`src/rtl/dpu_pkg.sv`:
```
package dpu_pkg;

   localparam int NUM_CHAN = 4;

   typedef enum logic [2:0] {
      REG_PIXEL_FORMAT = 3'd0,
      REG_RED_MASK     = 3'd1,
      REG_GREEN_MASK   = 3'd2,
      REG_BLUE_MASK    = 3'd3,
      REG_ALPHA_MASK   = 3'd4
   } reg_index_type;

   localparam logic [1:0] FMT_BGR24     = 2'd0;
   localparam logic [1:0] FMT_BGRA32    = 2'd1;
   localparam logic [1:0] FMT_BITFIELDS = 2'd2;

   localparam logic [1:0]  PIXEL_FORMAT_RESET = FMT_BGRA32;
   localparam logic [31:0] RED_MASK_RESET     = 32'h00FF_0000;
   localparam logic [31:0] GREEN_MASK_RESET   = 32'h0000_FF00;
   localparam logic [31:0] BLUE_MASK_RESET    = 32'h0000_00FF;
   localparam logic [31:0] ALPHA_MASK_RESET   = 32'hFF00_0000;

   // mask scan result for one channel
   typedef struct packed {
      logic [31:0] masked;
      logic [4:0]  tz;
      logic [4:0]  msb;
      logic        zero;
   } scan_type;

   // per-channel state through the rounding divider
   typedef struct packed {
      logic        direct;
      logic [7:0]  value;
      logic [14:0] rem;
      logic [14:0] div;
      logic [7:0]  quo;
   } chan_type;

endpackage

```
`src/rtl/dpu_scan.sv`:
```
module dpu_scan (
   input  logic [31:0]       word,
   input  logic [31:0]       mask,
   output dpu_pkg::scan_type scan
);
   import dpu_pkg::*;

   always_comb begin
      scan.masked = word & mask;
      scan.zero   = (mask == 32'd0);
      scan.tz     = '0;
      scan.msb    = '0;
      for (int i = 31; i >= 0; i--) begin
         if (mask[i]) scan.tz = 5'(i);
      end
      for (int i = 0; i < 32; i++) begin
         if (mask[i]) scan.msb = 5'(i);
      end
   end

endmodule

```
`src/rtl/dpu_align.sv`:
```
module dpu_align (
   input  dpu_pkg::scan_type scan,
   input  logic              is_alpha,
   output dpu_pkg::chan_type chan
);
   import dpu_pkg::*;

   logic [4:0]  span;
   logic [2:0]  nbits;
   logic [31:0] shifted;
   logic [31:0] top_shifted;
   logic [6:0]  val;
   logic [6:0]  maxv;

   always_comb begin
      span        = scan.msb - scan.tz;
      nbits       = span[2:0] + 3'd1;
      shifted     = scan.masked >> scan.tz;
      top_shifted = scan.masked >> (scan.msb - 5'd7);
      val         = shifted[6:0];
      maxv        = 7'((8'd1 << nbits) - 8'd1);

      chan.direct = 1'b1;
      chan.value  = 8'd0;
      chan.rem    = '0;
      chan.div    = '0;
      chan.quo    = '0;
      if (scan.zero) begin
         chan.value = is_alpha ? 8'hFF : 8'h00;
      end else if (span >= 5'd7) begin
         chan.value = top_shifted[7:0];
      end else begin
         // round(val * 255 / maxv), quotient bits 7..4 then 3..0
         chan.direct = 1'b0;
         chan.rem    = ({val, 8'd0} - {8'd0, val}) + {9'd0, maxv[6:1]};
         chan.div    = {4'd0, maxv, 4'd0};
      end
   end

endmodule

```
`src/rtl/dpu_div4.sv`:
```
module dpu_div4 (
   input  dpu_pkg::chan_type cin,
   output dpu_pkg::chan_type cout
);
   import dpu_pkg::*;

   logic [17:0] rem;
   logic [17:0] cmp;
   logic [7:0]  quo;

   // four restoring steps; divisor leaves shifted down for the next half
   always_comb begin
      rem = {3'd0, cin.rem};
      quo = cin.quo;
      cmp = '0;
      for (int k = 3; k >= 0; k--) begin
         cmp = {3'd0, cin.div} << k;
         if (rem >= cmp) begin
            rem = rem - cmp;
            quo = {quo[6:0], 1'b1};
         end else begin
            quo = {quo[6:0], 1'b0};
         end
      end
      cout        = cin;
      cout.rem    = rem[14:0];
      cout.quo    = quo;
      cout.div    = cin.div >> 4;
   end

endmodule

```
`src/rtl/dib_pixel_unpacker.sv`:
```
// Bitmap pixel unpacker: one 32-bit pixel word in, 8-bit red/green/blue/alpha out.
// req_*: pixel stream, tdata = pixel_word. rsp_*: result stream, tdata holds
// red, green, blue, alpha from the lowest byte up.
// csr_*: register writes (index 0 format, 1..4 red/green/blue/alpha mask),
// always ready, taken at the edge where csr_valid is high. Write registers
// only while no pixel is in flight.
// Four register stages: mask scan, field alignment, two halves of the
// rounding divider for fields narrower than 8 bits. A taken pixel passes
// through the scan, alignment and both divider registers before rsp_tvalid
// rises; one pixel per cycle sustained while rsp_tready is high, since every
// stage then takes a new pixel each cycle.
// Each stage holds a valid bit and advances when the stage after it is empty
// or moving, so a stalled receiver freezes only the occupied stages and
// bubbles still fill; req_tready drops only when all four stages are full.
// Synchronous reset empties the pipeline and restores the default format
// (32-bit plain) and masks.
module dib_pixel_unpacker (
   input  logic        clock,
   input  logic        reset,
   input  logic        req_tvalid,
   output logic        req_tready,
   input  logic [31:0] req_tdata,   // [31:0] pixel_word
   output logic        rsp_tvalid,
   input  logic        rsp_tready,
   output logic [31:0] rsp_tdata,   // [7:0] red, [15:8] green, [23:16] blue, [31:24] alpha
   input  logic        csr_valid,
   output logic        csr_ready,
   input  logic [2:0]  csr_index,
   input  logic [31:0] csr_wdata
);
   import dpu_pkg::*;

   logic [1:0]  fmt_ff, fmt_in;
   logic [31:0] mask_ff [NUM_CHAN];
   logic [31:0] mask_in [NUM_CHAN];
   logic [31:0] eff_mask [NUM_CHAN];

   logic v1_ff, v2_ff, v3_ff, v4_ff;
   logic en1, en2, en3, en4;

   scan_type s1_in [NUM_CHAN];
   scan_type s1_ff [NUM_CHAN];
   chan_type s2_in [NUM_CHAN];
   chan_type s2_ff [NUM_CHAN];
   chan_type s3_in [NUM_CHAN];
   chan_type s3_ff [NUM_CHAN];
   chan_type s4_dv [NUM_CHAN];
   logic [31:0] s4_in, s4_ff;

   // configuration
   assign csr_ready = 1'b1;

   always_comb begin
      fmt_in = fmt_ff;
      for (int i = 0; i < NUM_CHAN; i++) mask_in[i] = mask_ff[i];
      if (csr_valid) begin
         unique case (csr_index)
            REG_PIXEL_FORMAT: fmt_in     = csr_wdata[1:0];
            REG_RED_MASK:     mask_in[0] = csr_wdata;
            REG_GREEN_MASK:   mask_in[1] = csr_wdata;
            REG_BLUE_MASK:    mask_in[2] = csr_wdata;
            REG_ALPHA_MASK:   mask_in[3] = csr_wdata;
            default: ;
         endcase
      end
   end

   always_ff @(posedge clock) begin
      if (reset) begin
         fmt_ff     <= PIXEL_FORMAT_RESET;
         mask_ff[0] <= RED_MASK_RESET;
         mask_ff[1] <= GREEN_MASK_RESET;
         mask_ff[2] <= BLUE_MASK_RESET;
         mask_ff[3] <= ALPHA_MASK_RESET;
      end else begin
         fmt_ff <= fmt_in;
         for (int i = 0; i < NUM_CHAN; i++) mask_ff[i] <= mask_in[i];
      end
   end

   // fixed formats run through the same path with byte masks
   always_comb begin
      case (fmt_ff)
         FMT_BGR24: begin
            eff_mask[0] = RED_MASK_RESET;
            eff_mask[1] = GREEN_MASK_RESET;
            eff_mask[2] = BLUE_MASK_RESET;
            eff_mask[3] = 32'd0;
         end
         FMT_BITFIELDS: begin
            for (int i = 0; i < NUM_CHAN; i++) eff_mask[i] = mask_ff[i];
         end
         default: begin
            eff_mask[0] = RED_MASK_RESET;
            eff_mask[1] = GREEN_MASK_RESET;
            eff_mask[2] = BLUE_MASK_RESET;
            eff_mask[3] = ALPHA_MASK_RESET;
         end
      endcase
   end

   // stage flow control
   assign en4        = rsp_tready | ~v4_ff;
   assign en3        = en4 | ~v3_ff;
   assign en2        = en3 | ~v2_ff;
   assign en1        = en2 | ~v1_ff;
   assign req_tready = en1;

   for (genvar c = 0; c < NUM_CHAN; c++) begin : g_chan
      dpu_scan u_scan (
         .word (req_tdata),
         .mask (eff_mask[c]),
         .scan (s1_in[c])
      );
      dpu_align u_align (
         .scan     (s1_ff[c]),
         .is_alpha (c == NUM_CHAN - 1),
         .chan     (s2_in[c])
      );
      dpu_div4 u_div_hi (
         .cin  (s2_ff[c]),
         .cout (s3_in[c])
      );
      dpu_div4 u_div_lo (
         .cin  (s3_ff[c]),
         .cout (s4_dv[c])
      );
      assign s4_in[8*c +: 8] = s4_dv[c].direct ? s4_dv[c].value : s4_dv[c].quo;
   end

   always_ff @(posedge clock) begin
      if (reset) begin
         v1_ff <= 1'b0;
         v2_ff <= 1'b0;
         v3_ff <= 1'b0;
         v4_ff <= 1'b0;
      end else begin
         if (en1) v1_ff <= req_tvalid;
         if (en2) v2_ff <= v1_ff;
         if (en3) v3_ff <= v2_ff;
         if (en4) v4_ff <= v3_ff;
      end
   end

   always_ff @(posedge clock) begin
      for (int i = 0; i < NUM_CHAN; i++) begin
         if (en1) s1_ff[i] <= s1_in[i];
         if (en2) s2_ff[i] <= s2_in[i];
         if (en3) s3_ff[i] <= s3_in[i];
      end
      if (en4) s4_ff <= s4_in;
   end

   assign rsp_tvalid = v4_ff;
   assign rsp_tdata  = s4_ff;

   // after the high quotient half the remainder stays below 16 * divisor
   logic [NUM_CHAN-1:0] rem_ok;
   always_comb begin
      for (int i = 0; i < NUM_CHAN; i++) begin
         rem_ok[i] = ~v3_ff | s3_ff[i].direct |
                     ({4'd0, s3_ff[i].rem} < {s3_ff[i].div, 4'd0});
      end
   end

   a_reset_empty: assert property (@(posedge clock) reset |=> !rsp_tvalid)
      else $error("result valid after reset");

   a_full_stall: assert property (@(posedge clock) disable iff (reset)
      (v1_ff && v2_ff && v3_ff && v4_ff && !rsp_tready) |-> !req_tready)
      else $error("input taken with full pipeline");

   a_rem_bound: assert property (@(posedge clock) disable iff (reset)
      rem_ok == {NUM_CHAN{1'b1}})
      else $error("divider remainder out of range");

endmodule
```
`config.mk`:
```
export PLATFORM = sky130hd
export DESIGN_NAME = dib_pixel_unpacker
export DESIGN_NICKNAME = d
export VERILOG_FILES = /design/src/rtl/dpu_pkg.sv /design/src/rtl/dpu_scan.sv /design/src/rtl/dpu_align.sv /design/src/rtl/dpu_div4.sv /design/src/rtl/dib_pixel_unpacker.sv
export SDC_FILE = /design/constraint.sdc
export NUM_CORES = 2
export LEC_CHECK = 0
export BUFFER_PORTS_ARGS = -buffer_cell sky130_fd_sc_hd__buf_2
export CORE_UTILIZATION = 35
export CTS_CLUSTER_DIAMETER = 120
export CTS_CLUSTER_SIZE = 28
export DETAILED_ROUTE_END_ITERATION = 8
export PLACE_DENSITY_LB_ADDON = 0.12
export SYNTH_ARGS = -nofsm -noshare
export SYNTH_HDL_FRONTEND = slang
export SYNTH_SLANG_ARGS = --single-unit
```
`constraint.sdc`:
```
create_clock -name clock -period 10.85 [get_ports clock]
set_clock_uncertainty 0.1 [all_clocks]
set_input_delay 2.17 -clock clock [delete_from_list [all_inputs] [get_ports clock]]
set_output_delay 2.17 -clock clock [all_outputs]
set_load 0.02 [all_outputs]
```
==> results.md <==
* Vias in the first global route at 37738
* RSZ-0062 raised after global routing: false
* Fillers at 14050
* Core area at 139000 sq um
* Avg WL per Cell at 20.2 um
* Sw power at 0.00316 W
* Gr ovfl total at 0
* Async SR Flop Fraction at 0
* Crit end category: flip-flop
* Die Wd at 376 um
* Clock power frac at 0.198
* Synth top area share at 0.286
* Startpoint types: flip-flop
* Detailed Place HPWL at ~110000 um
* Synth Instances at ~5400
* Sink Count at 602
* Internal cell power at around 0.005 W
* Switching share of power at 0.387
* Outcome: completed
* Place WS at just under 0.8 ns
* Die Y-Extent at around 380 um
* VDD IR max at 0.000168 V
* Register share of total power at 0.338
* Routability cong. at 0.861
* CTS root buf: clkbuf_16
* PortBufs at 105
* Worst-path clk slew at 0.10 ns
* Pwr dens at 155 nW/um^2
* Final TNS setup at 0 ns
* Area taken by multi-input logic gates at 30500 sq um
* Top cells by area, synth: edfxtp_1 29%, ha_1 6.9%, mux4_2 5.9%
* Nets at roughly 5700
* Synth area leader: edfxtp_1
* Final WL at 146000 um
* Drt drc at 0
* Clk Latency, worst-skew pair at approximately 0.66 ns
* Initial Util at 0.352
* Comb power frac at 0.464
* Num CTS Buffers at 35
* Die area at 142000 sq um
* Syn. warnings at 0
* Hold Crit Class: reg -> reg
* Slew @ Worst Pin at 1.20 ns
* Top_reg_cell synth: edfxtp_1
* Synth Register Bits at 602
* Syn_nets at 5732
* Largest net degree at the start of global routing at 110
* MaxCap Viol Count at 0
* Vias at slightly below 40000
* Post-DRT Antenna Nets at 0
* Drt first pass iters at 6
* Final hold violation count at 0
* Max Slew Vio Count at 0
* Slew HR at 0.199
* CP arrival at 10.27 ns
* Setup CP Type: reg -> reg
* Syn_area_per_cell at roughly 9.2 sq um
* Post-synth EDFFs at around 470
* CTS tree: yes
* DP Cell Count at 7153
* Io pins at around 110
* CP dominant cell by count: a21o_1
* H-tree depth at 2
* Rows at 137
* Post-CTS setup buffer count at 0
* Seq/Total Area, Yosys at 0.341
* Final number of setup-violating endpoints at 0
* Global-route wire length before repair at 225000 um
* Tot GR Track Use at 0.201
* CTS Hold Bufs at 0
* Layout cells sized above 1 at 0.106
* Synth unique cells at 106
* Critical path's largest stage delay at 0.52 ns
* Required time of the critical path at around 11 ns
* Most common cell in the netlist: nand2_1
* Slowest-stage cell, CP: a221oi_1
* Tcrit/Tclk final at 0.922
* Vias/cell at approximately 5.5
* Synth-to-layout area growth at 7.48%
* Worst Path Max Fanout at 16
* Initial antenna violation count at 8
* Post-synth top cells: 592 x nand2_1, 468 x edfxtp_1, 467 x a21oi_1
* Peak Freq at 100 MHz
* DRT iter0 DRCs at between 3000 and 4000
* Reg area at 16700 sq um
* Delay-heaviest family, CP: simple AND/OR/NAND/NOR gates
* Non-Filler Instances at 7222
* Final worst setup slack at 0.850 ns
* Leak at approximately 20 nW
* Mapped Area at 49100 sq um
* Min Clock Period, post-route at approximately 10 ns
* Clk buf depth at 3
* Buf+Inv Stages, Crit Path at 2
cell usage in the layout, fill, tap and decap left out, types with 37 or more instances in the layout:
cell type	count
buf_2	104
nand3_1	59
mux2_2	135
o21a_1	61
o31ai_1	49
xnor2_1	134
xor2_1	73
nor3_1	100
mux2i_1	213
a21oi_1	466
nand3b_1	40
inv_1	272
and2_1	44
nand2_1	590
o21bai_1	39
nand4_1	46
clkbuf_16	37
edfxtp_1	468
nor2b_1	131
nand2b_1	87
nor2_1	448
a211oi_1	92
a21o_1	122
and3_1	126
buf_4	53
ha_1	272
dfxtp_1	134
o21ai_0	305
mux4_2	129
worst paths after layout:
| path | start | endpoint | slack (ns) | depth (start not counted) |
|---|---|---|---|---|
| worst max-delay path | s2_ff[1][5] | s3_ff[1][31] | 0.85 | 35 |
| worst min-delay path | s2_ff[2][31] | s3_ff[2][35] | 0.32 | 0 |
| worst max register to register | s2_ff[1][5] | s3_ff[1][31] | 0.85 | 35 |
| worst min register to register | s2_ff[2][31] | s3_ff[2][35] | 0.32 | 0 |
routing by layer:
metal  global-route usage  up-vias  wire [um]
met2                0.322      830      65300
met3               0.0233      143       6490
met4               0.0430        4       3170
met1                0.290    18934      70600
met5                    0        -         27
li1                     -    19665          -
sequential cells by signal, summed over array words and instances, names as in the netlist:
name and flops:
fmt_ff 2, s1_ff 172, s2_ff 124, rsp_tvalid 1
mask_ff 128, v1_ff 1, v3_ff 1, rsp_tdata 32
s3_ff 140, v2_ff 1
final cells by class:
type	count	area share
Multi-Input combinational cell	4236	0.577
Sequential cell	602	0.317
Tap cell	1876	0.0445
Inverter	282	0.0202
Clock buffer	43	0.0180
Timing Repair Buffer	157	0.0174
Clock inverter	19	0.00510
Antenna cell	7	0.000332
logic make-up after synthesis:
group,synth area share
buffers and inverters,0.0401
muxes,0.135
adders and majority gates,0.0840
and+or+nand+nor,0.181
AOI/OAI and AO/OA,0.182
other,0.0000764
xor gates and xnor gates,0.0377
DFF,0.341
power by group through the flow:
stage | clock, W | combinational, W | sequential (W)
after floorplan | 0 | 0.00300 | 0.00277
after global placement | 0 | 0.00374 | 0.00281
after detailed placement | 0 | 0.00376 | 0.00281
after CTS | 0.00168 | 0.00379 | 0.00276
after global routing | 0.00175 | 0.00429 | 0.00277
final | 0.00161 | 0.00378 | 0.00276
through the flow:
stage,util,hold slack (ns),power (W),instance area (sq um)
finish,0.379,0.318,0.00815,52800
global route,0.378,0.329,0.00881,52700
CTS,0.378,0.319,0.00822,52700
detailed placement,0.370,0.305,0.00657,51500
global placement,0.370,0.303,0.00655,51500
floorplan,-,0.300,0.00577,49100
repair_timing:
| action | CTS | global route |
|---|---|---|
| gates resized for setup | 0 | 5 |
| hold endpoints to repair | 0 | 0 |
| endpoints found under the setup margin | 0 | 8 |
No activity file was read; power rests on OpenSTA's default activity.
